$ cat src/hw/rtl/assert_macros.svh
// ---------------------------------------------------------------------------
// Assertion macros used by ffua_ctrl
// Immediate-consequence and next-cycle implication checks, reset gated.
// ---------------------------------------------------------------------------
`ifndef ASSERT_MACROS_SVH
`define ASSERT_MACROS_SVH

// Check that cons holds in the same cycle as ante.
`define FFUA_ASSERT_IMP(lbl, clk, rst, ante, cons, msg) \
   lbl: assert property (@(posedge clk) disable iff (rst) (ante) |-> (cons)) \
      else $error(msg);

// Check that cons holds in the cycle after ante.
`define FFUA_ASSERT_NXT(lbl, clk, rst, ante, cons, msg) \
   lbl: assert property (@(posedge clk) disable iff (rst) (ante) |=> (cons)) \
      else $error(msg);

`endif

$ cat src/hw/rtl/ffua_pkg.sv
// ---------------------------------------------------------------------------
// ffua_pkg
// Types and fixed constants of the first-fit unit allocator.
// ---------------------------------------------------------------------------
package ffua_pkg;

   // Field widths of the request, response and register
   localparam int OP_W     = 1;
   localparam int OWNER_W  = 7;
   localparam int SIZE_W   = 11;
   localparam int STATUS_W = 3;
   localparam int START_W  = 10;
   localparam int FREE_W   = 11;
   localparam int TOTAL_W  = 11;

   // Owner map entry
   localparam int             MAP_W     = 8;
   localparam logic [MAP_W-1:0] UNIT_FREE = 8'hFF;

   // Register reset value and free count ceiling
   localparam int             TOTAL_RESET = 1024;
   localparam logic [FREE_W-1:0] FREE_MAX = 11'h7FF;

   typedef enum logic {
      OP_ALLOC = 1'b0,
      OP_FREE  = 1'b1
   } ffua_op_type;

   typedef enum logic [STATUS_W-1:0] {
      STAT_ALLOC   = 3'd0,
      STAT_NOFIT   = 3'd1,
      STAT_FREED   = 3'd2,
      STAT_NOTHOLD = 3'd3,
      STAT_BUSY    = 3'd4
   } ffua_status_type;

   typedef enum logic [2:0] {
      S_CLEAR,
      S_IDLE,
      S_DECIDE,
      S_SCAN,
      S_WRITE,
      S_FREE,
      S_DONE
   } ffua_state_type;

endpackage

$ cat src/hw/rtl/ffua_owner_tab.sv
// ---------------------------------------------------------------------------
// ffua_owner_tab
// Per-owner run start and length, one write and one registered read.
// ---------------------------------------------------------------------------
module ffua_owner_tab #(
   parameter int MAP_DEPTH  = 1024,
   parameter int MAX_OWNERS = 128
) (
   input  logic                                    clock,
   input  logic                                    rd_en,
   input  logic [$clog2((MAX_OWNERS < 128) ? MAX_OWNERS : 128)-1:0] rd_addr,
   output logic [$clog2(MAP_DEPTH)-1:0]            rd_start,
   output logic [ffua_pkg::SIZE_W-1:0]             rd_len,
   input  logic                                    wr_en,
   input  logic [$clog2((MAX_OWNERS < 128) ? MAX_OWNERS : 128)-1:0] wr_addr,
   input  logic [$clog2(MAP_DEPTH)-1:0]            wr_start,
   input  logic [ffua_pkg::SIZE_W-1:0]             wr_len
);
   import ffua_pkg::*;

   localparam int OWN_DEPTH = (MAX_OWNERS < (1 << OWNER_W)) ? MAX_OWNERS : (1 << OWNER_W);
   localparam int MAP_AW    = $clog2(MAP_DEPTH);

   logic [MAP_AW-1:0] start_mem [OWN_DEPTH];
   logic [SIZE_W-1:0] len_mem   [OWN_DEPTH];

   // Record a granted run
   always_ff @(posedge clock) begin
      if (wr_en) begin
         start_mem[wr_addr] <= wr_start;
         len_mem[wr_addr]   <= wr_len;
      end
   end

   // Registered lookup
   always_ff @(posedge clock) begin
      if (rd_en) begin
         rd_start <= start_mem[rd_addr];
         rd_len   <= len_mem[rd_addr];
      end
   end
endmodule

$ cat config.mk
export PLATFORM = sky130hd
export DESIGN_NAME = ffua_owner_tab
export DESIGN_NICKNAME = d
export VERILOG_FILES = /design/src/hw/rtl/assert_macros.svh /design/src/hw/rtl/ffua_pkg.sv /design/src/hw/rtl/ffua_owner_tab.sv
export SDC_FILE = /design/constraint.sdc
export NUM_CORES = 2
export LEC_CHECK = 0
export ABC_CLOCK_PERIOD_IN_PS = 3700
export BUFFER_PORTS_ARGS = -buffer_cell sky130_fd_sc_hd__buf_2
export CORE_MARGIN = 10
export CORE_UTILIZATION = 23
export CTS_CLUSTER_DIAMETER = 150
export DETAILED_ROUTE_END_ITERATION = 16
export HOLD_SLACK_MARGIN = 0.05
export PLACE_DENSITY_LB_ADDON = 0.25
export SYNTH_ARGS = -nofsm -noshare
export SYNTH_HDL_FRONTEND = slang
export SYNTH_SLANG_ARGS = --single-unit
$ cat constraint.sdc
create_clock -name clock -period 3.7 [get_ports clock]
set_input_delay 0 -clock clock [delete_from_list [all_inputs] [get_ports clock]]
set_output_delay 0 -clock clock [all_outputs]
set_load 0.1 [all_outputs]
* After elaboration in Yosys (flattened, before gate mapping)
Memory sizes are Yosys's and may differ from the RTL's. A register that Yosys moved wholly into a read port is not among the register bits.
Index checks and enable logic that the tools add are counted.
** Word-level totals
- Register bits :: 0
- RAM bits :: 2688
- Bits of input ports :: 38
- Output and inout port bits :: 21
- Memories :: 2
** Memories
- len_mem :: depth 128, bits a word 11, rd ports 1, clocked after Yosys merged registers in 1, write ports 1, line ffua_owner_tab.sv:25 : logic [SIZE_W-1:0] len_mem [OWN_DEPTH];
- start_mem :: depth 128, bits a word 10, rd ports 1, clocked after Yosys merged registers in 1, write ports 1, line ffua_owner_tab.sv:24 : logic [MAP_AW-1:0] start_mem [OWN_DEPTH];
** Operators by class
- Multiplexer cells :: 2
** Operators with widths (count)
- $mux W1 :: 2

* Depth between registers and ports, before layout
- Depth in word-level cells :: 2
- Mapped depth :: 8
- Mapped depth without buffers :: 4

* Worst setup path before layout
No wires, ideal clock.
- Path kind :: input to register
- Start :: input port rd_addr[2] in the netlist's numbering
- End :: register rd_len[0] in the netlist's numbering (read register of len_mem) (data pin)
- Library setup time :: 0.260 ns
- Data arrival time :: 2.500 ns
- Required time :: 3.440 ns
- Setup slack :: 0.940 ns
- Stages :: 8
- Cells stage by stage :: clkbuf_1 > clkbuf_1 > buf_2 > clkbuf_1 > mux4_2 > mux4_2 > mux4_2 > mux2_2
** RTL lines
- from (decl) :: line ffua_owner_tab.sv:11 : input logic [$clog2((MAX_OWNERS < 128) ? MAX_OWNERS : 128)-1:0] rd_addr,
- to (decl) :: line ffua_owner_tab.sv:13 : output logic [ffua_pkg::SIZE_W-1:0] rd_len,

==> key figures <==
Floorplanning
  • Core Box Area: 446000 sq um
  • Initial Util: 0.231
  • Die Wd: 689 microns
  • Io pins: 59
  • Die Ht: 689 microns
  • # rows: 245
  • Die area: 475000 sq um

Pwr
  • Worst vdd ir: 337 uV
  • Power per Cell Area: 542 nW/um^2
  • P_leak: 37.0 nW

Final layout
  • Area used by multi-input combinational logic: 21100 sq um
  • Final net count: 4522
  • Reg area: 81300 sq um
  • Area growth, synth to finish: 19.6%
  • Share of post-route cells with drive strength above 1: 0.382
  • FILL cells: 43700

Synth
  • Post-synthesis average cell area: 25.8 sq um
  • Cell area after synthesis: 103000 sq um
  • Yosys warning total: 0
  • Syn Inst Count: 3989
  • FF+latch count, synth: 2709
  • Distinct cells, synth: 16
  • Register area share after synthesis: 0.789
  • Syn Nets: 4027

Clock network
  • CTS resizes: 0
  • Clock-pin slew on the worst setup and hold paths: 60 ps
  • H-tree lvl count: 5
  • Buffer levels on the longest clock path: 4
  • Clock Tree Root: clkbuf_16
  • Clk_lat worst skew: 900 ps
  • Num CTS Buffers: 305
  • CTS Sinks: 2709
  • CTS tree: built

Worst setup path
  • Critical R2R Launch: start_mem[86][0]
  • CP arrival: 3370 ps
  • FF-to-FF setup slack: 940 ps
  • Reg-to-Reg End: rd_start[0]
  • Max FO, Critical Path: 1
  • Worst Path Required: 4300 ps
  • R2R cell count: 4
  • Crit path from: start_mem[86][0]
  • Kind of critical path: reg2reg
  • CP startpoint kind: flop
  • CP endpoint kind: flop

STA
  • Period Utilization, post-route: 0.747
  • TNS Setup: 0 ps
  • RSZ-0062 raised after global routing: no
  • Tmin final: 2760 ps
  • Peak Freq: 362 MHz
  • Worst Clk Skew: 44.6 ps
  • Min Hold Slack: 130 ps
  • Relative slew slack: 0.199
  • Max Slew Vio Count: 0
  • Transition time of the tightest slew-check pin: 1200 ps
  • Setup slack after layout: 935 ps
  • Count of final setup violators: 0
  • Hold violation total from the final report: 0

Worst hold path
  • Endpoint, Worst Hold: len_mem[118][10]
  • Hold Crit Class: in2reg
  • Worst Hold Launch: wr_addr[6]
  • Hold Crit Depth: 5

Placement
  • Post-DP HPWL: 177000 microns
  • Placer Congestion: 0.727
  • Number of I/O port buffers: 58
  • Pre-CTS setup slack: 216 ps

Routing
  • Initial drt markers: 5039
  • Detailed Route WL: 306000 microns
  • Total number of vias: 46900
  • Routed Antenna Nets: 0
  • Router iterations before antenna repair: 7
  • DRC: 0
  • Vias per inst: 4.40
  • DR WL/cell: 28.7 microns

Global routing
  • Global-route wire length before repair: 419000 microns
  • Number of global-route vias before repair: 48600
  • Antenna violations before repair: 66
  • Largest net degree at the start of global routing: 98
  • GRT Total Usage: 0.125
  • Total grt overflow: 0

Run status
  • Run status: finished clean

Flow run
  • Max-cap violation count: 0
cells in the final DEF (no fill, tap or decap), types with 6 or more instances in the layout:
cell type      count
buf_2             32
nor2_2           125
clkbuf_1          76
clkbuf_16        311
clkinv_1          58
nor2b_1            7
nand2_1           13
dlygate4sd3_1     32
inv_6              6
mux2_2            21
mux4_2           882
buf_12            65
clkinv_2          43
bufinv_16         19
buf_4            265
diode_2           21
edfxtp_1        2709
nand3_1            7
clkinv_8           9
power by group:
part	switching [W]	total (W)	internal [W]	leakage, nW
sequential	0.000109	0.0340	0.0339	24.4
clock	0.0122	0.0290	0.0168	4.61
combinational	0.00233	0.00369	0.00135	8.06
total	0.0147	0.0667	0.0521	37.0
cells in the mapped netlist (all sizes together):
cell / count / area share
mux2: 21 / 0.0023
edfxtp: 2709 / 0.79
buf: 86 / 0.0046
nand3: 11 / 0.00053
nor3: 2 / 0.000097
nand3b: 1 / 0.000073
nand2b: 2 / 0.00012
nand2: 13 / 0.00047
nand4: 1 / 0.000061
and4: 1 / 0.000085
clkbuf: 124 / 0.0045
mux4: 882 / 0.19
nor2: 129 / 0.0047
nor2b: 7 / 0.00042
through the flow:
stage	utilization	total power [W]	cells	cell area, sq um
after CTS	0.276	0.0676	10600	123000
after floorplan	-	0.0365	3989	103000
after global placement	0.254	0.0384	10100	113000
after detailed placement	0.254	0.0384	10100	113000
final	0.276	0.0667	10700	123000
after global routing	0.276	0.0689	10600	123000
layer usage:
| layer | track usage | up-vias | routed length (microns) |
|---|---|---|---|
| met5 | 0 | - | 100 |
| met4 | 0.0256 | 14 | 5420 |
| met1 | 0.178 | 26500 | 135000 |
| li1 | - | 18600 | - |
| met3 | 0.0248 | 331 | 21000 |
| met2 | 0.200 | 1489 | 144000 |
layout make-up:
class,count,area share
clock inverter,147,0.0113
tap,5928,0.0602
antenna,21,0.000426
multi-input combinational,1070,0.171
timing repair buffer,398,0.0311
sequential,2709,0.660
clock buffer,387,0.0655
timing repair:
item | CTS | global route
hold buffers | 32 | 0
setup buffers | 0 | 0
endpoints found under the hold margin | 2096 | 0
worst max path at each step:
| stage | to | slack [ps] | cells after the start |
|---|---|---|---|
| after floorplan | rd_len[0] | 940 | 8 |
| after global placement | rd_start[3] | 210 | 7 |
| after detailed placement | rd_start[3] | 220 | 7 |
| after CTS | rd_start[3] | 940 | 4 |
| after global routing | rd_start[3] | 870 | 4 |
| final | rd_start[0] | 940 | 4 |
worst max-delay path, stage by stage (launching register included):
cell and delay [ps]:
edfxtp_1 360, mux4_2 480, mux4_2 630, mux4_2 650
mux2_2 330
kinds of logic (layout without fill, tap and decap cells):
group,count (synthesis),count (layout),synth area share
buf+inv,210,932,0.00907
flops,2709,2709,0.789
mux,903,903,0.195
other cells,0,21,0
simple gates,167,167,0.00657
registers in the layout (all words and copies together), names as in the netlist:
| register | cells |
|---|---|
| rd_start | 10 |
| len_mem | 1408 |
| rd_len | 11 |
| start_mem | 1280 |
(Power assumes the default switching activity.)
