$ cat config.mk
export PLATFORM = sky130hd
export DESIGN_NAME = ffua_ctrl_flat
export DESIGN_NICKNAME = d
export VERILOG_FILES = /design/src/hw/rtl/ffua_pkg.sv /design/src/hw/rtl/ffua_if.sv /design/src/hw/rtl/ffua_step_unit.sv /design/src/hw/rtl/ffua_ctrl.sv /design/src/flat_wrapper.sv
export VERILOG_INCLUDE_DIRS = /design/src /design/src/hw/rtl
export SDC_FILE = /design/constraint.sdc
export NUM_CORES = 1
export LEC_CHECK = 0
export ABC_AREA = 1
export ABC_CLOCK_PERIOD_IN_PS = 4000
export BUFFER_PORTS_ARGS = -buffer_cell sky130_fd_sc_hd__clkbuf_2
export CORE_MARGIN = 3
export CORE_UTILIZATION = 33
export CTS_CLUSTER_SIZE = 12
export DETAILED_ROUTE_END_ITERATION = 16
export PLACE_DENSITY = 0.57
export SLEW_MARGIN = 20
export SYNTH_ARGS = -nofsm -noshare
export SYNTH_HDL_FRONTEND = slang
export SYNTH_SLANG_ARGS = --single-unit
$ cat constraint.sdc
create_clock -name clock -period 4 [get_ports clock]
set_input_delay 0.4 -clock clock [delete_from_list [all_inputs] [get_ports clock]]
set_output_delay 0.4 -clock clock [all_outputs]
set_load 0.005 [all_outputs]
$ cat src/hw/rtl/assert_macros.svh
// ---------------------------------------------------------------------------
// Assertion macros used by ffua_ctrl
// Immediate-consequence and next-cycle implication checks, reset gated.
// ---------------------------------------------------------------------------
`ifndef ASSERT_MACROS_SVH
`define ASSERT_MACROS_SVH

// Check that cons holds in the same cycle as ante.
`define FFUA_ASSERT_IMP(lbl, clk, rst, ante, cons, msg) \
   lbl: assert property (@(posedge clk) disable iff (rst) (ante) |-> (cons)) \
      else $error(msg);

// Check that cons holds in the cycle after ante.
`define FFUA_ASSERT_NXT(lbl, clk, rst, ante, cons, msg) \
   lbl: assert property (@(posedge clk) disable iff (rst) (ante) |=> (cons)) \
      else $error(msg);

`endif

$ cat src/hw/rtl/ffua_pkg.sv
// ---------------------------------------------------------------------------
// ffua_pkg
// Types and fixed constants of the first-fit unit allocator.
// ---------------------------------------------------------------------------
package ffua_pkg;

   // Field widths of the request, response and register
   localparam int OP_W     = 1;
   localparam int OWNER_W  = 7;
   localparam int SIZE_W   = 11;
   localparam int STATUS_W = 3;
   localparam int START_W  = 10;
   localparam int FREE_W   = 11;
   localparam int TOTAL_W  = 11;

   // Owner map entry
   localparam int             MAP_W     = 8;
   localparam logic [MAP_W-1:0] UNIT_FREE = 8'hFF;

   // Register reset value and free count ceiling
   localparam int             TOTAL_RESET = 1024;
   localparam logic [FREE_W-1:0] FREE_MAX = 11'h7FF;

   typedef enum logic {
      OP_ALLOC = 1'b0,
      OP_FREE  = 1'b1
   } ffua_op_type;

   typedef enum logic [STATUS_W-1:0] {
      STAT_ALLOC   = 3'd0,
      STAT_NOFIT   = 3'd1,
      STAT_FREED   = 3'd2,
      STAT_NOTHOLD = 3'd3,
      STAT_BUSY    = 3'd4
   } ffua_status_type;

   typedef enum logic [2:0] {
      S_CLEAR,
      S_IDLE,
      S_DECIDE,
      S_SCAN,
      S_WRITE,
      S_FREE,
      S_DONE
   } ffua_state_type;

endpackage

$ cat src/hw/rtl/ffua_if.sv
// ---------------------------------------------------------------------------
// ffua_req_if / ffua_rsp_if
// Valid/ready channels for allocator requests and responses.
// ---------------------------------------------------------------------------
interface ffua_req_if;
   import ffua_pkg::*;

   logic                valid;
   logic                ready;
   logic [OP_W-1:0]     op;
   logic [OWNER_W-1:0]  owner_id;
   logic [SIZE_W-1:0]   request_size;

   modport source (output valid, output op, output owner_id, output request_size,
                   input ready);
   modport sink   (input valid, input op, input owner_id, input request_size,
                   output ready);
endinterface

interface ffua_rsp_if;
   import ffua_pkg::*;

   logic                valid;
   logic                ready;
   logic [STATUS_W-1:0] status;
   logic [START_W-1:0]  start_unit;
   logic [FREE_W-1:0]   free_units;

   modport source (output valid, output status, output start_unit, output free_units,
                   input ready);
   modport sink   (input valid, input status, input start_unit, input free_units,
                   output ready);
endinterface

$ cat src/hw/rtl/ffua_step_unit.sv
// ---------------------------------------------------------------------------
// ffua_step_unit
// Shared walk unit: advances the unit counter and compares it to a limit.
// ---------------------------------------------------------------------------
module ffua_step_unit #(
   parameter int W = 11
) (
   input  logic [W-1:0] cur,
   input  logic [W-1:0] lim,
   output logic [W-1:0] nxt,
   output logic         below
);
   import ffua_pkg::*;

   // Increment and bound check
   assign nxt   = cur + W'(1);
   assign below = (cur < lim);
endmodule

$ cat src/hw/rtl/ffua_ctrl.sv
// ---------------------------------------------------------------------------
// ffua_ctrl
// Sequencer: map clearing, first-fit scan, run write and release, response.
// ---------------------------------------------------------------------------
`include "assert_macros.svh"

module ffua_ctrl #(
   parameter int MAP_DEPTH  = 1024,
   parameter int MAX_OWNERS = 128
) (
   input  logic                                    clock,
   input  logic                                    reset,
   ffua_req_if.sink                                req,
   ffua_rsp_if.source                              rsp,
   input  logic                                    csr_wr_en,
   input  logic [ffua_pkg::TOTAL_W-1:0]            csr_wr_data,
   output logic                                    map_wr_en,
   output logic [$clog2(MAP_DEPTH)-1:0]            map_wr_addr,
   output logic [ffua_pkg::MAP_W-1:0]              map_wr_data,
   output logic                                    map_rd_en,
   output logic [$clog2(MAP_DEPTH)-1:0]            map_rd_addr,
   input  logic [ffua_pkg::MAP_W-1:0]              map_rd_data,
   output logic                                    tab_rd_en,
   output logic [$clog2((MAX_OWNERS < 128) ? MAX_OWNERS : 128)-1:0] tab_rd_addr,
   input  logic [$clog2(MAP_DEPTH)-1:0]            tab_rd_start,
   input  logic [ffua_pkg::SIZE_W-1:0]             tab_rd_len,
   output logic                                    tab_wr_en,
   output logic [$clog2((MAX_OWNERS < 128) ? MAX_OWNERS : 128)-1:0] tab_wr_addr,
   output logic [$clog2(MAP_DEPTH)-1:0]            tab_wr_start,
   output logic [ffua_pkg::SIZE_W-1:0]             tab_wr_len
);
   import ffua_pkg::*;

   localparam int MAP_AW    = $clog2(MAP_DEPTH);
   localparam int CNT_W     = (MAP_AW + 1 > SIZE_W) ? MAP_AW + 1 : SIZE_W;
   localparam int OWN_DEPTH = (MAX_OWNERS < (1 << OWNER_W)) ? MAX_OWNERS : (1 << OWNER_W);
   localparam int OWN_AW    = $clog2(OWN_DEPTH);
   localparam int TOTAL_RST = (MAP_DEPTH < TOTAL_RESET) ? MAP_DEPTH : TOTAL_RESET;
   localparam logic [CNT_W-1:0] DEPTH_C = CNT_W'(MAP_DEPTH);

   ffua_state_type        state_ff, state_in;
   logic [CNT_W-1:0]      total_ff, total_in;
   logic [CNT_W-1:0]      used_ff, used_in;
   logic [OWN_DEPTH-1:0]  holds_ff, holds_in;
   ffua_op_type           op_ff, op_in;
   logic [OWNER_W-1:0]    owner_ff, owner_in;
   logic [CNT_W-1:0]      size_ff, size_in;
   logic [CNT_W-1:0]      cnt_ff, cnt_in;
   logic [CNT_W-1:0]      end_ff, end_in;
   logic [CNT_W-1:0]      run_ff, run_in;
   logic [CNT_W-1:0]      run_start_ff, run_start_in;
   logic                  pend_ff, pend_in;
   logic [CNT_W-1:0]      chk_addr_ff, chk_addr_in;
   ffua_status_type       status_ff, status_in;
   logic [CNT_W-1:0]      start_ff, start_in;
   logic                  rsp_valid_ff, rsp_valid_in;
   ffua_status_type       rsp_status_ff, rsp_status_in;
   logic [START_W-1:0]    rsp_start_ff, rsp_start_in;
   logic [FREE_W-1:0]     rsp_free_ff, rsp_free_in;

   logic                  req_fire;
   logic                  owner_ok;
   logic [OWN_AW-1:0]     own_idx;
   logic                  holds_cur;
   logic [CNT_W-1:0]      step_lim;
   logic [CNT_W-1:0]      step_nxt;
   logic                  step_below;
   logic [CNT_W-1:0]      run_inc;
   logic [CNT_W-1:0]      run_pos;
   logic [CNT_W-1:0]      csr_ext;
   logic [CNT_W-1:0]      free_diff;
   logic                  rsp_load;

   // Shared counter advance and bound compare
   ffua_step_unit #(.W(CNT_W)) u_step (
      .cur   (cnt_ff),
      .lim   (step_lim),
      .nxt   (step_nxt),
      .below (step_below)
   );

   assign req.ready  = (state_ff == S_IDLE);
   assign req_fire   = req.valid && req.ready;
   assign owner_ok   = (32'(owner_ff) < MAX_OWNERS);
   assign own_idx    = owner_ff[OWN_AW-1:0];
   assign holds_cur  = owner_ok && holds_ff[own_idx];
   assign run_inc    = run_ff + CNT_W'(1);
   assign run_pos    = (run_ff == '0) ? chk_addr_ff : run_start_ff;
   assign csr_ext    = CNT_W'(csr_wr_data);
   assign free_diff  = (total_ff > used_ff) ? (total_ff - used_ff) : '0;
   assign rsp_load   = (state_ff == S_DONE) && (!rsp_valid_ff || rsp.ready);

   assign rsp.valid      = rsp_valid_ff;
   assign rsp.status     = rsp_status_ff;
   assign rsp.start_unit = rsp_start_ff;
   assign rsp.free_units = rsp_free_ff;

   // Owner table lookup issued with the accepted item
   assign tab_rd_en    = req_fire;
   assign tab_rd_addr  = req.owner_id[OWN_AW-1:0];
   assign tab_wr_addr  = own_idx;
   assign tab_wr_start = run_start_ff[MAP_AW-1:0];
   assign tab_wr_len   = size_ff[SIZE_W-1:0];

   // Select the limit for the shared compare
   always_comb begin
      case (state_ff)
         S_CLEAR:         step_lim = DEPTH_C;
         S_SCAN:          step_lim = total_ff;
         S_WRITE, S_FREE: step_lim = end_ff;
         default:         step_lim = '0;
      endcase
   end

   // Next state and datapath control
   always_comb begin
      state_in     = state_ff;
      total_in     = total_ff;
      used_in      = used_ff;
      holds_in     = holds_ff;
      op_in        = op_ff;
      owner_in     = owner_ff;
      size_in      = size_ff;
      cnt_in       = cnt_ff;
      end_in       = end_ff;
      run_in       = run_ff;
      run_start_in = run_start_ff;
      pend_in      = 1'b0;
      chk_addr_in  = chk_addr_ff;
      status_in    = status_ff;
      start_in     = start_ff;
      map_wr_en    = 1'b0;
      map_wr_addr  = cnt_ff[MAP_AW-1:0];
      map_wr_data  = UNIT_FREE;
      map_rd_en    = 1'b0;
      map_rd_addr  = cnt_ff[MAP_AW-1:0];
      tab_wr_en    = 1'b0;

      // Register write, saturated to the map depth
      if (csr_wr_en) begin
         total_in = (csr_ext > DEPTH_C) ? DEPTH_C : csr_ext;
      end

      unique case (state_ff)
         S_CLEAR: begin
            if (step_below) begin
               map_wr_en = 1'b1;
               cnt_in    = step_nxt;
            end else begin
               state_in = S_IDLE;
            end
         end
         S_IDLE: begin
            if (req_fire) begin
               op_in    = ffua_op_type'(req.op);
               owner_in = req.owner_id;
               size_in  = CNT_W'(req.request_size);
               state_in = S_DECIDE;
            end
         end
         S_DECIDE: begin
            start_in = '0;
            if (op_ff == OP_ALLOC) begin
               if (!owner_ok) begin
                  status_in = STAT_NOFIT;
                  state_in  = S_DONE;
               end else if (holds_cur) begin
                  status_in = STAT_BUSY;
                  state_in  = S_DONE;
               end else begin
                  cnt_in   = '0;
                  run_in   = '0;
                  state_in = S_SCAN;
               end
            end else begin
               if (!holds_cur) begin
                  status_in = STAT_NOTHOLD;
                  state_in  = S_DONE;
               end else begin
                  cnt_in   = CNT_W'(tab_rd_start);
                  end_in   = CNT_W'(tab_rd_start) + CNT_W'(tab_rd_len);
                  size_in  = CNT_W'(tab_rd_len);
                  state_in = S_FREE;
               end
            end
         end
         S_SCAN: begin
            // Issue the next read while the previous one is checked
            if (step_below) begin
               map_rd_en   = 1'b1;
               cnt_in      = step_nxt;
               pend_in     = 1'b1;
               chk_addr_in = cnt_ff;
            end
            if (pend_ff) begin
               if (map_rd_data == UNIT_FREE) begin
                  run_in       = run_inc;
                  run_start_in = run_pos;
                  if (run_inc >= size_ff) begin
                     pend_in  = 1'b0;
                     cnt_in   = run_pos;
                     end_in   = run_pos + size_ff;
                     state_in = S_WRITE;
                  end
               end else begin
                  run_in = '0;
               end
            end else if (!step_below) begin
               status_in = STAT_NOFIT;
               state_in  = S_DONE;
            end
         end
         S_WRITE: begin
            if (step_below) begin
               map_wr_en   = 1'b1;
               map_wr_data = MAP_W'(owner_ff);
               cnt_in      = step_nxt;
            end else begin
               tab_wr_en         = 1'b1;
               holds_in[own_idx] = 1'b1;
               used_in           = used_ff + size_ff;
               status_in         = STAT_ALLOC;
               start_in          = run_start_ff;
               state_in          = S_DONE;
            end
         end
         S_FREE: begin
            if (step_below) begin
               map_wr_en = 1'b1;
               cnt_in    = step_nxt;
            end else begin
               holds_in[own_idx] = 1'b0;
               used_in           = (used_ff > size_ff) ? (used_ff - size_ff) : '0;
               status_in         = STAT_FREED;
               state_in          = S_DONE;
            end
         end
         S_DONE: begin
            if (rsp_load) begin
               state_in = S_IDLE;
            end
         end
         default: begin
            state_in = S_IDLE;
         end
      endcase
   end

   // Output register: load a finished item, drop it once taken
   always_comb begin
      rsp_valid_in  = rsp_valid_ff;
      rsp_status_in = rsp_status_ff;
      rsp_start_in  = rsp_start_ff;
      rsp_free_in   = rsp_free_ff;
      if (rsp_load) begin
         rsp_valid_in  = 1'b1;
         rsp_status_in = status_ff;
         rsp_start_in  = start_ff[START_W-1:0];
         rsp_free_in   = (free_diff > CNT_W'(FREE_MAX)) ? FREE_MAX
                                                        : free_diff[FREE_W-1:0];
      end else if (rsp.ready) begin
         rsp_valid_in = 1'b0;
      end
   end

   // Control state
   always_ff @(posedge clock) begin
      if (reset) begin
         state_ff     <= S_CLEAR;
         total_ff     <= CNT_W'(TOTAL_RST);
         used_ff      <= '0;
         holds_ff     <= '0;
         cnt_ff       <= '0;
         pend_ff      <= 1'b0;
         rsp_valid_ff <= 1'b0;
      end else begin
         state_ff     <= state_in;
         total_ff     <= total_in;
         used_ff      <= used_in;
         holds_ff     <= holds_in;
         cnt_ff       <= cnt_in;
         pend_ff      <= pend_in;
         rsp_valid_ff <= rsp_valid_in;
      end
   end

   // Item payload and working registers
   always_ff @(posedge clock) begin
      op_ff         <= op_in;
      owner_ff      <= owner_in;
      size_ff       <= size_in;
      end_ff        <= end_in;
      run_ff        <= run_in;
      run_start_ff  <= run_start_in;
      chk_addr_ff   <= chk_addr_in;
      status_ff     <= status_in;
      start_ff      <= start_in;
      rsp_status_ff <= rsp_status_in;
      rsp_start_ff  <= rsp_start_in;
      rsp_free_ff   <= rsp_free_in;
   end

   // Checks
   `FFUA_ASSERT_NXT(a_busy_after_accept, clock, reset, req_fire, !req.ready, "ready stayed high after accept")
   `FFUA_ASSERT_IMP(a_scan_in_range, clock, reset, pend_ff, chk_addr_ff < total_ff, "scan checked a unit beyond the limit")
   `FFUA_ASSERT_IMP(a_write_owner_free, clock, reset, state_ff == S_WRITE, !holds_cur, "writing a run for an owner that already holds one")
   `FFUA_ASSERT_IMP(a_rsp_from_done, clock, reset, $rose(rsp_valid_ff), $past(state_ff == S_DONE), "response raised outside completion")
endmodule

$ cat src/flat_wrapper.sv
// flat-port wrapper written by rule: the top's interface ports become plain ports
module ffua_ctrl_flat import ffua_pkg::*;
#(
   parameter int MAP_DEPTH  = 1024,
   parameter int MAX_OWNERS = 128
)
  (clock, reset, csr_wr_en, csr_wr_data, map_wr_en, map_wr_addr, map_wr_data, map_rd_en, map_rd_addr, map_rd_data, tab_rd_en, tab_rd_addr, tab_rd_start, tab_rd_len, tab_wr_en, tab_wr_addr, tab_wr_start, tab_wr_len, req_valid, req_op, req_owner_id, req_request_size, req_ready, rsp_valid, rsp_status, rsp_start_unit, rsp_free_units, rsp_ready);
  ffua_req_if req_i ();
  ffua_rsp_if rsp_i ();
  input  logic clock;
  input  logic reset;
  input  logic csr_wr_en;
  input  logic [ffua_pkg::TOTAL_W-1:0] csr_wr_data;
  output logic map_wr_en;
  output logic [$clog2(MAP_DEPTH)-1:0] map_wr_addr;
  output logic [ffua_pkg::MAP_W-1:0] map_wr_data;
  output logic map_rd_en;
  output logic [$clog2(MAP_DEPTH)-1:0] map_rd_addr;
  input  logic [ffua_pkg::MAP_W-1:0] map_rd_data;
  output logic tab_rd_en;
  output logic [$clog2((MAX_OWNERS < 128) ? MAX_OWNERS : 128)-1:0] tab_rd_addr;
  input  logic [$clog2(MAP_DEPTH)-1:0] tab_rd_start;
  input  logic [ffua_pkg::SIZE_W-1:0] tab_rd_len;
  output logic tab_wr_en;
  output logic [$clog2((MAX_OWNERS < 128) ? MAX_OWNERS : 128)-1:0] tab_wr_addr;
  output logic [$clog2(MAP_DEPTH)-1:0] tab_wr_start;
  output logic [ffua_pkg::SIZE_W-1:0] tab_wr_len;
  input wire logic [$bits(req_i.valid)-1:0] req_valid;
  input wire logic [$bits(req_i.op)-1:0] req_op;
  input wire logic [$bits(req_i.owner_id)-1:0] req_owner_id;
  input wire logic [$bits(req_i.request_size)-1:0] req_request_size;
  output wire logic [$bits(req_i.ready)-1:0] req_ready;
  output wire logic [$bits(rsp_i.valid)-1:0] rsp_valid;
  output wire logic [$bits(rsp_i.status)-1:0] rsp_status;
  output wire logic [$bits(rsp_i.start_unit)-1:0] rsp_start_unit;
  output wire logic [$bits(rsp_i.free_units)-1:0] rsp_free_units;
  input wire logic [$bits(rsp_i.ready)-1:0] rsp_ready;
  assign req_i.valid = req_valid;
  assign req_i.op = req_op;
  assign req_i.owner_id = req_owner_id;
  assign req_i.request_size = req_request_size;
  assign req_ready = req_i.ready;
  assign rsp_valid = rsp_i.valid;
  assign rsp_status = rsp_i.status;
  assign rsp_start_unit = rsp_i.start_unit;
  assign rsp_free_units = rsp_i.free_units;
  assign rsp_i.ready = rsp_ready;
  ffua_ctrl #(.MAP_DEPTH(MAP_DEPTH), .MAX_OWNERS(MAX_OWNERS)) u_core (.clock(clock), .reset(reset), .req(req_i), .rsp(rsp_i), .csr_wr_en(csr_wr_en), .csr_wr_data(csr_wr_data), .map_wr_en(map_wr_en), .map_wr_addr(map_wr_addr), .map_wr_data(map_wr_data), .map_rd_en(map_rd_en), .map_rd_addr(map_rd_addr), .map_rd_data(map_rd_data), .tab_rd_en(tab_rd_en), .tab_rd_addr(tab_rd_addr), .tab_rd_start(tab_rd_start), .tab_rd_len(tab_rd_len), .tab_wr_en(tab_wr_en), .tab_wr_addr(tab_wr_addr), .tab_wr_start(tab_wr_start), .tab_wr_len(tab_wr_len));
endmodule
# Word level (Yosys, flattened, before mapping)

Cells that the tools add are included.

Register bits: 266
Output and inout port bits: 93
Logic and storage cells: 162

$add $sub $neg: 7
$lt $le $gt $ge: 8
Eq/ne operators: 27
Mux-type cells: 69
Bitwise operators: 4
Reduce and logical (&&, ||, !) cells: 28

Operator list:

| cell                    | number |
|---|---|
| $mux W11                | 24 |
| $mux W128               | 2 |
| $pmux W128 S2           | 1 |
| $and A128 B128 Y128     | 1 |
| $not A128 Y128          | 1 |
| $or A128 B128 Y128      | 1 |
| $pmux W11 S2            | 4 |
| $pmux W11 S3            | 2 |
| $mux W3                 | 15 |
| $add A11 B1 Y11 const B | 2 |
| $add A11 B11 Y11        | 2 |
| $gt A11 B11 Y1          | 2 |
| $gt A11 B11 Y1 const B  | 2 |
| $sub A11 B11 Y11        | 2 |
| $pmux W10 S2            | 1 |
| $pmux W3 S6             | 1 |
| $mux W8                 | 2 |
| $ne A2 B2 Y1 const B    | 8 |
| $mux W1                 | 12 |
| $ne A2 B1 Y1 const B    | 6 |
| $ne A3 B3 Y1 const B    | 4 |
| $pmux W3 S4             | 1 |
| $add A10 B11 Y11        | 1 |
| $ge A11 B11 Y1          | 1 |
| other kinds (30)        | 45 |

# Logic depth before layout (Yosys ltp)

Gate-level depths: netlist of the first run.

Depth in word-level cells: 9
Depth in mapped cells: 23

# Cells and area by module

A second synthesis of the first run with hierarchy kept.

Cell total of the unflattened synthesis: 2,177
Area, all modules: 16,148.0 µm²

By module, submodules not included:

| module         | instances | cells an instance | area each (µm²) | seq. area each (µm²) |
|---|---|---|---|---|
| ffua_ctrl      | 1         | 2,095             | 15,656.3        | 6,326.1 |
| ffua_step_unit | 1         | 82                | 491.7           | 0.0 |

# Worst setup path after synthesis of the first run

Ideal clock, no wire load.

Path kind: reg2reg
Start: register u_core.run_ff[0]
End: register u_core.end_ff[0], enable pin
Arrival: 3,276 ps
Data required time: 3,604 ps
Slack: 328 ps
Cell stages (with the launch flop): 17
Path buffers: 0
Cell sequence: edfxtp_1 -> inv_1 -> nor3_1 -> nand4_1 -> nor2_1 -> nand3_1 -> xor2_1 -> inv_1 -> ha_1 -> nand2_1 -> or2_2 -> nand2_1 -> a21oi_1 -> nand3_1 -> nand2_1 -> nand2_1 -> a21boi_0

Longest elaborated chain between the ends: 4

Ends and longest elaborated chain:

| item                        | RTL line         | RTL |
|---|---|---|
| start: declaration          | ffua_ctrl.sv:50  | `logic [CNT_W-1:0] run_ff, run_in;` |
| start signal: assignment    | ffua_ctrl.sv:293 | `run_ff <= run_in;` |
| $add A11 B1 Y11             | ffua_ctrl.sv:87  | `assign run_inc = run_ff + CNT_W'(1);` |
| via u_core.run_inc[0]       | ffua_ctrl.sv:68  | `logic [CNT_W-1:0] run_inc;` |
| $ge A11 B11 Y1              | ffua_ctrl.sv:199 | `if (run_inc >= size_ff) begin` |
| $ne A2 B1 Y1 (no line)      | n/a              |  |
| $reduce_and A6 Y1 (no line) | n/a              |  |
| end signal: assignment      | ffua_ctrl.sv:292 | `end_ff <= end_in;` |
| end: declaration            | ffua_ctrl.sv:49  | `logic [CNT_W-1:0] end_ff, end_in;` |

The timed path passes the listed nets, and every way through them passes these cells.
A chain may end at the register's enable or synchronous reset.

# Worst setup path in the final report of the first run

Start: register u_core.state_ff[1]
End: output port map_wr_data[0] (netlist bit)

Longest elaborated chain between the ends: 6

Ends and longest elaborated chain:

| item                            | RTL line                           | RTL |
|---|---|---|
| start: declaration              | ffua_ctrl.sv:41                    | `ffua_state_type state_ff, state_in;` |
| start signal: assignment        | ffua_ctrl.sv:277                   | `state_ff <= state_in;` |
| $eq A3 B3 Y1 (on tied branches) | ffua_ctrl.sv:107, ffua_ctrl.sv:144 |  |
| $reduce_or A2 Y1 (no line)      | n/a                                |  |
| $pmux W11 S3                    | ffua_ctrl.sv:107                   | `case (state_ff)` |
| $lt A11 B11 Y1                  | ffua_step_unit.sv:17               | `assign below = (cur < lim);` |
| $mux W8                         | ffua_ctrl.sv:214                   | `if (step_below) begin` |
| $mux W8 (*)                     | ffua_ctrl.sv:144                   | `unique case (state_ff)` |
| end: declaration                | flat_wrapper.sv:16                 | `output logic [ffua_pkg::MAP_W-1:0] map_wr_data;` |

Mark *: on every way between the ends. The rest lies on a longest branch, timed or not.

==> flow_summary.json, run 1 <==
{
  "synth_cells": 2446,
  "grt_pass1_wl_um": 86800,
  "worst_r2r_endpoint": "u_core.end_ff[3]",
  "r2r-start": "u_core.run_ff[0]",
  "core_area_mm2": 0.0503,
  "htree_levels": 1,
  "grt_start_max_net_pins": 101,
  "die_x_um": 232,
  "stdcell_count": 3208,
  "crit_path_end": "map_wr_data[0]",
  "first_global_vias": 15700,
  "outcome": "finished, final reports clean",
  "crit_type": "register to output pin",
  "reg2reg_depth": 18,
  "total_power_mw": 7.83,
  "cts_tree": "done",
  "post-synth-top-count-cell": "nand2_1",
  "drc": 0,
  "wl_per_cell_um": 17.3,
  "io_pins": 157,
  "async_flop_share_pct": 0,
  "path_clk_slew_ns": 0.06,
  "max_cap_violations": 0,
  "cts_buffers": 31,
  "firstDrtPassIters": 6,
  "avgViaCountPerCell": 5.11,
  "cts_num_sinks": 266,
  "cts-root-buf": "clkbuf_16",
  "dp_hpwl_um": 38700,
  "synth_edf_count": 100,
  "synth_cell_types": 46,
  "max_freq_ghz": 0.265,
  "layout_min_cycle_time_ns": 3.78,
  "total_leakage_power_nw": 8.05,
  "ys_seq_area_share_pct": 37.5,
  "synth.cell_area_mm2": 0.0169,
  "setup_slack_ns": 0.224,
  "finalCritPeriodShare_pct": 94.4,
  "diodes": 0,
  "start_util_pct": 33.5,
  "worstPathRequired_ns": 3.60,
  "syn_nets": 2595,
  "io_buffers": 156,
  "ant_nets": 0,
  "dp_worst_setup_slack_ns": 0.229,
  "cp.arrival_ns": 3.38,
  "vias": 16400,
  "design_area_mm2": 0.0191,
  "whs_path_depth": 3,
  "syn_area_per_cell_um2": 6.89,
  "synth_common_cells": "777 x nand2_1, 275 x nor2_1, 175 x inv_1",
  "rows": 82,
  "die_y_um": 232,
  "dieArea_mm2": 0.0538,
  "ys_seq_elements": 266,
  "slew_viol_final": 0,
  "r2r_slack_ns": 0.45,
  "synthFlopType": "dfxtp_1",
  "worst_pin_slew_ns": 0.990,
  "drtIter0Drc": 1314,
  "fin_util_pct": 38.0,
  "dp.cells": 3141,
  "insertion_delay_ns": 0.60,
  "antenna_found_initial": 0,
  "yosys.area.top_type": "dfxtp_1",
  "slew_headroom_pct": 34.0,
  "clock_skew_ns": 0.0228,
  "path_max_fanout": 15,
  "max-vdd-ir-drop_v": 0.000375,
  "ys.warnings.count": 0,
  "overflow": 0,
  "clock_path_buffers": 3,
  "fin_nets": 2660,
  "synth_area_leaders": "dfxtp_1 20%, edfxtp_1 18%, nand2_1 17%",
  "hold_viol": 0,
  "layout-drive-gt1-share_pct": 11.0,
  "hp-class": "input port to register",
  "area_growth_pct": 13.4,
  "routabilityCongestion": 0.932,
  "setup_viol": 0,
  "track_usage_pct": 20.1,
  "routed_wl_um": 55500,
  "critPathLaunchType": "register",
  "placed_cell_area_mm2": 0.0179,
  "cp-startpoint": "u_core.state_ff[1]",
  "yosysTopAreaCellShare_pct": 19.7,
  "endpoint_kind": "output pin",
  "power_density_mw_per_mm2": 410
}
## logic make-up after synthesis
kind of cell | after synthesis | synth area share [%]
buffers and inverters | 361 | 9.84
XOR/XNOR | 34 | 1.77
multiplexers | 2 | 0.119
flip-flops | 266 | 37.5
AND/OR/NAND/NOR | 1365 | 33.5
AO/OA/AOI/OAI | 333 | 10.7
adder cells (fa/ha/maj) | 85 | 6.53
## per-layer routing
layer	track usage [%]	routed length (um)	vias to the layer above	share of wire, %
li1	-	-	8135	-
met1	26.9	24700	7601	45
met2	33.1	25200	546	45
met3	3.32	3810	109	6.9
met4	6.60	1710	0	3.1
met5	0	0	-	0
## power breakdown
| part | internal (mW) | total [mW] | switching [mW] | leakage, nW |
|---|---|---|---|---|
| combinational | 0.586 | 1.75 | 1.17 | 5.25 |
| clock | 1.76 | 2.96 | 1.20 | 0.509 |
| sequential | 2.93 | 3.12 | 0.194 | 2.29 |
## area by class of cell
type / count / area (um2)
clock buffer: 49 / 915
clock inverter: 9 / 140
fill: 5331 / 31200
inverter: 182 / 697
multi-input combinational: 1819 / 8920
sequential: 266 / 6330
tap: 672 / 841
timing repair buffer: 211 / 1270
## metrics by stage
step	hold WS, ns	TNS [ns]
after CTS	0.0411	0
after global placement	0.403	0
after floorplan	0.400	0
after detailed placement	0.405	0
final	0.0750	0
after global routing	0.0780	-0.00204
## worst min path at each step
stage	endpoint	startpoint
CTS	u_core.total_ff[8]	csr_wr_data[8]
floorplan	u_core.rsp.start_unit[0]	u_core.start_ff[0]
global placement	u_core.rsp.start_unit[2]	u_core.start_ff[2]
detailed placement	u_core.rsp.start_unit[2]	u_core.start_ff[2]
global route	u_core.tab_wr_len[3]	req_request_size[3]
finish	u_core.total_ff[8]	csr_wr_data[8]
## critical path: stages (launching register included)
cell and delay [ns]:
dfxtp_2 0.42, inv_1 0.14, ha_4 0.26, a221oi_1 0.29
ha_1 0.31, a21oi_1 0.15, o21ai_0 0.10, a21oi_1 0.15
nand2_2 0.17, inv_2 0.14, nand2_1 0.16, clkinvlp_4 0.25
nand2_1 0.11, clkbuf_2 0.13
## layout by cell type (no fill, tap or decap), drive strengths merged, types with 4 or more instances in the layout
cell type	n
ha	80
nor2	278
dfxtp	166
o21a	7
a22o	8
a221oi	4
nand2	779
edfxtp	100
o211ai	11
xor2	28
nor4	55
nand3	147
a31oi	5
o21ai	118
clkbuf	204
clkinv	4
nor3	82
a21oi	162
dlygate4sd3	8
inv	181
xnor2	6
nand4	18
buf	48
fa	5
## repair_timing
item | 4_1_cts | 5_1_grt
endpoints found under the setup margin | 7 | 29
gates resized for setup | 3 | 5
endpoints found under the hold margin | 8 | 0
setup buffers | 0 | 1
hold buffers | 8 | 0
Note: power is estimated with default switching activity, not from simulation.
==> run 2, diff against run 1 <==
Settings changed: ABC_CLOCK_PERIOD_IN_PS 4000 to 3100, CORE_MARGIN 3 to unset, MAX_ROUTING_LAYER set to met4, PLACE_DENSITY 0.57 to 0.59.
Clock period 4 ns to 3.1 ns, I/O delays scaled along.
==> flow_summary.json, run 2 (synthesized netlist as in run 1, its figures left out) <==
{
  "max_cap_violations": 0,
  "critPathLaunchType": "register",
  "overflow": 0,
  "worst_pin_slew_ns": 1.08,
  "dp_hpwl_um": 41200,
  "total_leakage_power_nw": 8.98,
  "grt_start_max_net_pins": 130,
  "layout-drive-gt1-share_pct": 18.5,
  "io_pins": 157,
  "setup_slack_ns": -0.145,
  "finalCritPeriodShare_pct": 105,
  "layout.area.seq_mm2": 0.00633,
  "design_area_mm2": 0.0210,
  "fin_nets": 2785,
  "max_freq_ghz": 0.308,
  "hp-class": "input port to register",
  "drtIter0Drc": 1311,
  "clock_path_buffers": 3,
  "rows": 82,
  "cts_tree": "done",
  "cts-root-buf": "clkbuf_16",
  "dieArea_mm2": 0.0520,
  "cts_buffers": 35,
  "cp.arrival_ns": 3.70,
  "violations": "setup timing",
  "htree_levels": 2,
  "track_usage_pct": 22.5,
  "final_cell_mix": "762 x nand2_1, 265 x nor2_1, 165 x inv_1",
  "core_area_mm2": 0.0503,
  "area_growth_pct": 24.7,
  "insertion_delay_ns": 0.56,
  "endpoint_kind": "register",
  "stdcell_count": 3332,
  "routabilityCongestion": 0.967,
  "placed_cell_area_mm2": 0.0188,
  "layout_min_cycle_time_ns": 3.25,
  "dp.cells": 3232,
  "r2r_slack_ns": -0.15,
  "fin_util_pct": 41.8,
  "firstDrtPassIters": 6,
  "fillers": 5183,
  "power_density_mw_per_mm2": 555,
  "avgViaCountPerCell": 5.16,
  "max-vdd-ir-drop_v": 0.000424,
  "start_util_pct": 33.5,
  "clock_skew_ns": 0.0241,
  "path_max_fanout": 6,
  "path_clk_slew_ns": 0.06,
  "ant_nets": 0,
  "antenna_found_initial": 0,
  "drc": 0,
  "crit_type": "register to register",
  "die_x_um": 228,
  "total_power_mw": 11.7,
  "rsz0062_at_grt": "true",
  "die_y_um": 228,
  "slew_headroom_pct": 26.9,
  "vias": 17200,
  "mostFrequentLayoutCell": "nand2_1",
  "outcome": "finished with violations",
  "worstPathRequired_ns": 3.55,
  "multiInputGateArea_mm2": 0.00943,
  "diodes": 0,
  "hold_viol": 0,
  "hold-worst-slack_ns": 0.0202,
  "io_buffers": 156,
  "grt_pass1_wl_um": 90000,
  "first_global_vias": 16200,
  "setup_viol": 21,
  "wl_per_cell_um": 17.9,
  "cts_num_sinks": 266,
  "slew_viol_final": 0,
  "routed_wl_um": 59600
}
[run 2: cell count changes in the layout (fill, tap and decap cells not counted), sizes merged]
cell      before  now
buf           48  170
bufinv         3    7
clkbuf       204  200
clkinv         4   11
clkinvlp       3    2
inv          181  177
[run 2: routing by layer]
layer	global-route usage, %	share of wire (%)	vias to the layer above
li1	-	-	8380
met1	28.8	44	8093
met2	34.8	46	595
met3	4.13	6.7	133
met4	8.98	3.5	0
met5	-	0	-
[run 2: worst max-delay path, stage by stage (launching register included)]
cell	delay, ns
edfxtp_1	0.39
ha_2	0.21
nand2_2	0.05
inv_2	0.05
nand4_1	0.13
nor2_2	0.20
nand4_1	0.13
xor2_1	0.22
inv_1	0.10
ha_4	0.30
nand2_4	0.04
or2_4	0.22
nand2_2	0.06
a21oi_2	0.03
nand3_2	0.13
nand2_2	0.08
nand2_2	0.11
nand3_4	0.09
buf_6	0.17
o211ai_1	0.14
nand3_2	0.12
nor2_2	0.11
nor2_1	0.06
[run 2: stage by stage]
stage          TNS (ns)  setup WS, ns
3_5_place_dp     -0.384       -0.0634
6_report          -1.55        -0.145
3_3_place_gp    -0.0163      -0.00991
2_1_floorplan         0        0.0226
4_1_cts          -0.215       -0.0319
5_1_grt           -7.24        -0.324
[run 2: worst paths after layout]
path                                     startpoint                       end  cells past startpoint
worst max-delay path               u_core.run_ff[0]          u_core.cnt_ff[5]                     22
worst min-delay path            req_request_size[0]      u_core.tab_wr_len[0]                      3
worst max register to register     u_core.run_ff[0]          u_core.cnt_ff[5]                     22
worst min register to register   u_core.start_ff[2]  u_core.rsp.start_unit[2]                      0
[run 2: layout make-up]
class,count,share of cell area [%]
sequential,266,30.1
tap,672,4.00
inverter,182,3.47
timing repair buffer,332,11.6
clock inverter,15,1.25
clock buffer,46,4.71
multi-input combinational,1819,44.9
[run 2: timing repair]
action,4_1_cts,5_1_grt
hold buffers,8,0
endpoints found under the setup margin,39,84
endpoints found under the hold margin,8,0
buffers inserted,3,25
gates resized for setup,16,144
cloned,0,4
pin swaps,1,54
[run 2: report_power, final]
part | total, mW | internal (mW) | leakage (nW) | switching [mW]
sequential | 3.98 | 3.78 | 2.29 | 0.204
combinational | 3.20 | 1.24 | 6.09 | 1.96
clock | 4.49 | 2.83 | 0.608 | 1.65
==> run 3, diff against run 2 <==
Settings changed: SKIP_LAST_GASP set to 1.
==> flow_summary.json, run 3 (synthesized netlist as in run 1, its figures left out) <==
{
  "outcome": "finished with violations",
  "violations": "setup timing",
  "hold-worst-slack_ns": 0.0178,
  "dp_worst_setup_slack_ns": -0.0634,
  "max_cap_violations": 0,
  "start_util_pct": 33.5,
  "rows": 82,
  "fillers": 5183,
  "path_common_cell": "nand2_2",
  "htree_levels": 2,
  "core_area_mm2": 0.0503,
  "insertion_delay_ns": 0.56,
  "layout-drive-gt1-share_pct": 18.4,
  "power_density_mw_per_mm2": 555,
  "hp-class": "input port to register",
  "endpoint_kind": "register",
  "slew_viol_final": 0,
  "drtIter0Drc": 1367,
  "path_max_fanout": 6,
  "fin_nets": 2785,
  "cts-root-buf": "clkbuf_16",
  "clock_skew_ns": 0.0259,
  "wl_per_cell_um": 17.9,
  "mostFrequentLayoutCell": "nand2_1",
  "drc": 0,
  "setup_slack_ns": -0.131,
  "crit_type": "register to register",
  "vias": 17200,
  "max-vdd-ir-drop_v": 0.000426,
  "cp.arrival_ns": 3.69,
  "grt_pass1_wl_um": 90000,
  "worst_pin_slew_ns": 1.09,
  "layout.area.seq_mm2": 0.00633,
  "critPathSlowestCell": "edfxtp_1",
  "dieArea_mm2": 0.0520,
  "cts_num_sinks": 266,
  "slew_headroom_pct": 27.0,
  "die_y_um": 228,
  "io_pins": 157,
  "whs_path_depth": 3,
  "total_leakage_power_nw": 8.98,
  "routed_wl_um": 59500,
  "clock_path_buffers": 3,
  "track_usage_pct": 22.5,
  "firstDrtPassIters": 8,
  "max_freq_ghz": 0.309,
  "grt_start_max_net_pins": 130,
  "total_power_mw": 11.7,
  "critPathLaunchType": "register",
  "overflow": 0,
  "rsz0062_at_grt": "true",
  "final_cell_mix": "762 x nand2_1, 265 x nor2_1, 166 x inv_1",
  "dp_hpwl_um": 41200,
  "area_growth_pct": 24.6,
  "diodes": 0,
  "slowest_delay_ns": 0.39,
  "cts_buffers": 35,
  "path_clk_slew_ns": 0.06,
  "setup_viol": 20,
  "antenna_found_initial": 0,
  "finalCritPeriodShare_pct": 104,
  "reg2reg_depth": 22,
  "die_x_um": 228,
  "worstPathRequired_ns": 3.56,
  "multiInputGateArea_mm2": 0.00943,
  "cts_tree": "done",
  "io_buffers": 156,
  "routabilityCongestion": 0.967,
  "crit_chain": "ha_2, nand2_2, inv_2, nand4_1, nor2_2, nand4_1, xor2_1, inv_1, ha_4, nand2_4, or2_4, nand2_2, a21oi_2, nand3_2, nand2_2, nand2_2, nand3_4, buf_6, o211ai_1, nand3_2, nor2_2, nor2_1",
  "ant_nets": 0,
  "hold_viol": 0,
  "layout_min_cycle_time_ns": 3.23,
  "first_global_vias": 16200,
  "avgViaCountPerCell": 5.17
}
-- run 3: cell types whose count changed in the layout (fill, tap and decap cells not counted) --
cell	previous run	this run
inv_1	165	166
inv_2	8	7
nand3_1	125	126
nand3_2	17	16
-- run 3: worst max-delay path, delay by kind of cell, from the launching register on --
family                   cells  cell delay (ns)
AO/OA/AOI/OAI                2             0.17
XOR/XNOR                     1             0.21
adder cells (fa/ha/maj)      2             0.51
buffers and inverters        3             0.32
flip-flops                   1             0.39
AND/OR/NAND/NOR             14             1.53
-- run 3: metal layers --
layer	wire [um]	vias up	global-route usage, %
met5	0	-	-
li1	-	8375	-
met1	25700	8094	28.8
met3	4340	135	4.13
met4	2130	0	8.98
met2	27400	626	34.8
-- run 3: where the power goes --
| part | internal, mW | switching [mW] | total [mW] |
|---|---|---|---|
| Clock | 2.83 | 1.66 | 4.49 |
| Sequential | 3.78 | 0.202 | 3.98 |
| Combinational | 1.24 | 1.95 | 3.19 |
| Total | 7.85 | 3.81 | 11.7 |
-- run 3: worst paths after layout --
path                            slack, ns           startpoint                        to
worst max-delay path                -0.13     u_core.run_ff[0]          u_core.cnt_ff[5]
worst min-delay path                 0.02  req_request_size[0]      u_core.tab_wr_len[0]
worst max register to register      -0.13     u_core.run_ff[0]          u_core.cnt_ff[5]
worst min register to register       0.42   u_core.start_ff[2]  u_core.rsp.start_unit[2]
-- run 3: area by class of cell --
type | count | area share [%]
clock inverters | 15 | 1.25
well taps | 672 | 4.00
repair buffers | 332 | 11.6
multi-input cells | 1819 | 44.9
clock buffers | 46 | 4.71
flip-flops and latches | 266 | 30.1
inverters | 182 | 3.47
-- run 3: through the flow --
step / utilization (%) / TNS, ns / area, um2 / cells
floorplan: - / 0 / 16900 / 2446
CTS: 40.1 / -0.215 / 20200 / 3303
detailed placement: 37.3 / -0.384 / 18800 / 3232
global placement: 37.3 / -0.0163 / 18800 / 3232
global route: 41.8 / -7.32 / 21000 / 3332
finish: 41.8 / -1.29 / 21000 / 3332
-- run 3: repair_timing --
action | in CTS | in global routing
setup buffers | 3 | 25
pin swaps | 1 | 53
gates resized for setup | 16 | 142
hold buffers | 8 | 0
setup endpoints to repair | 39 | 84
gates cloned | 0 | 4
endpoints found under the hold margin | 8 | 0
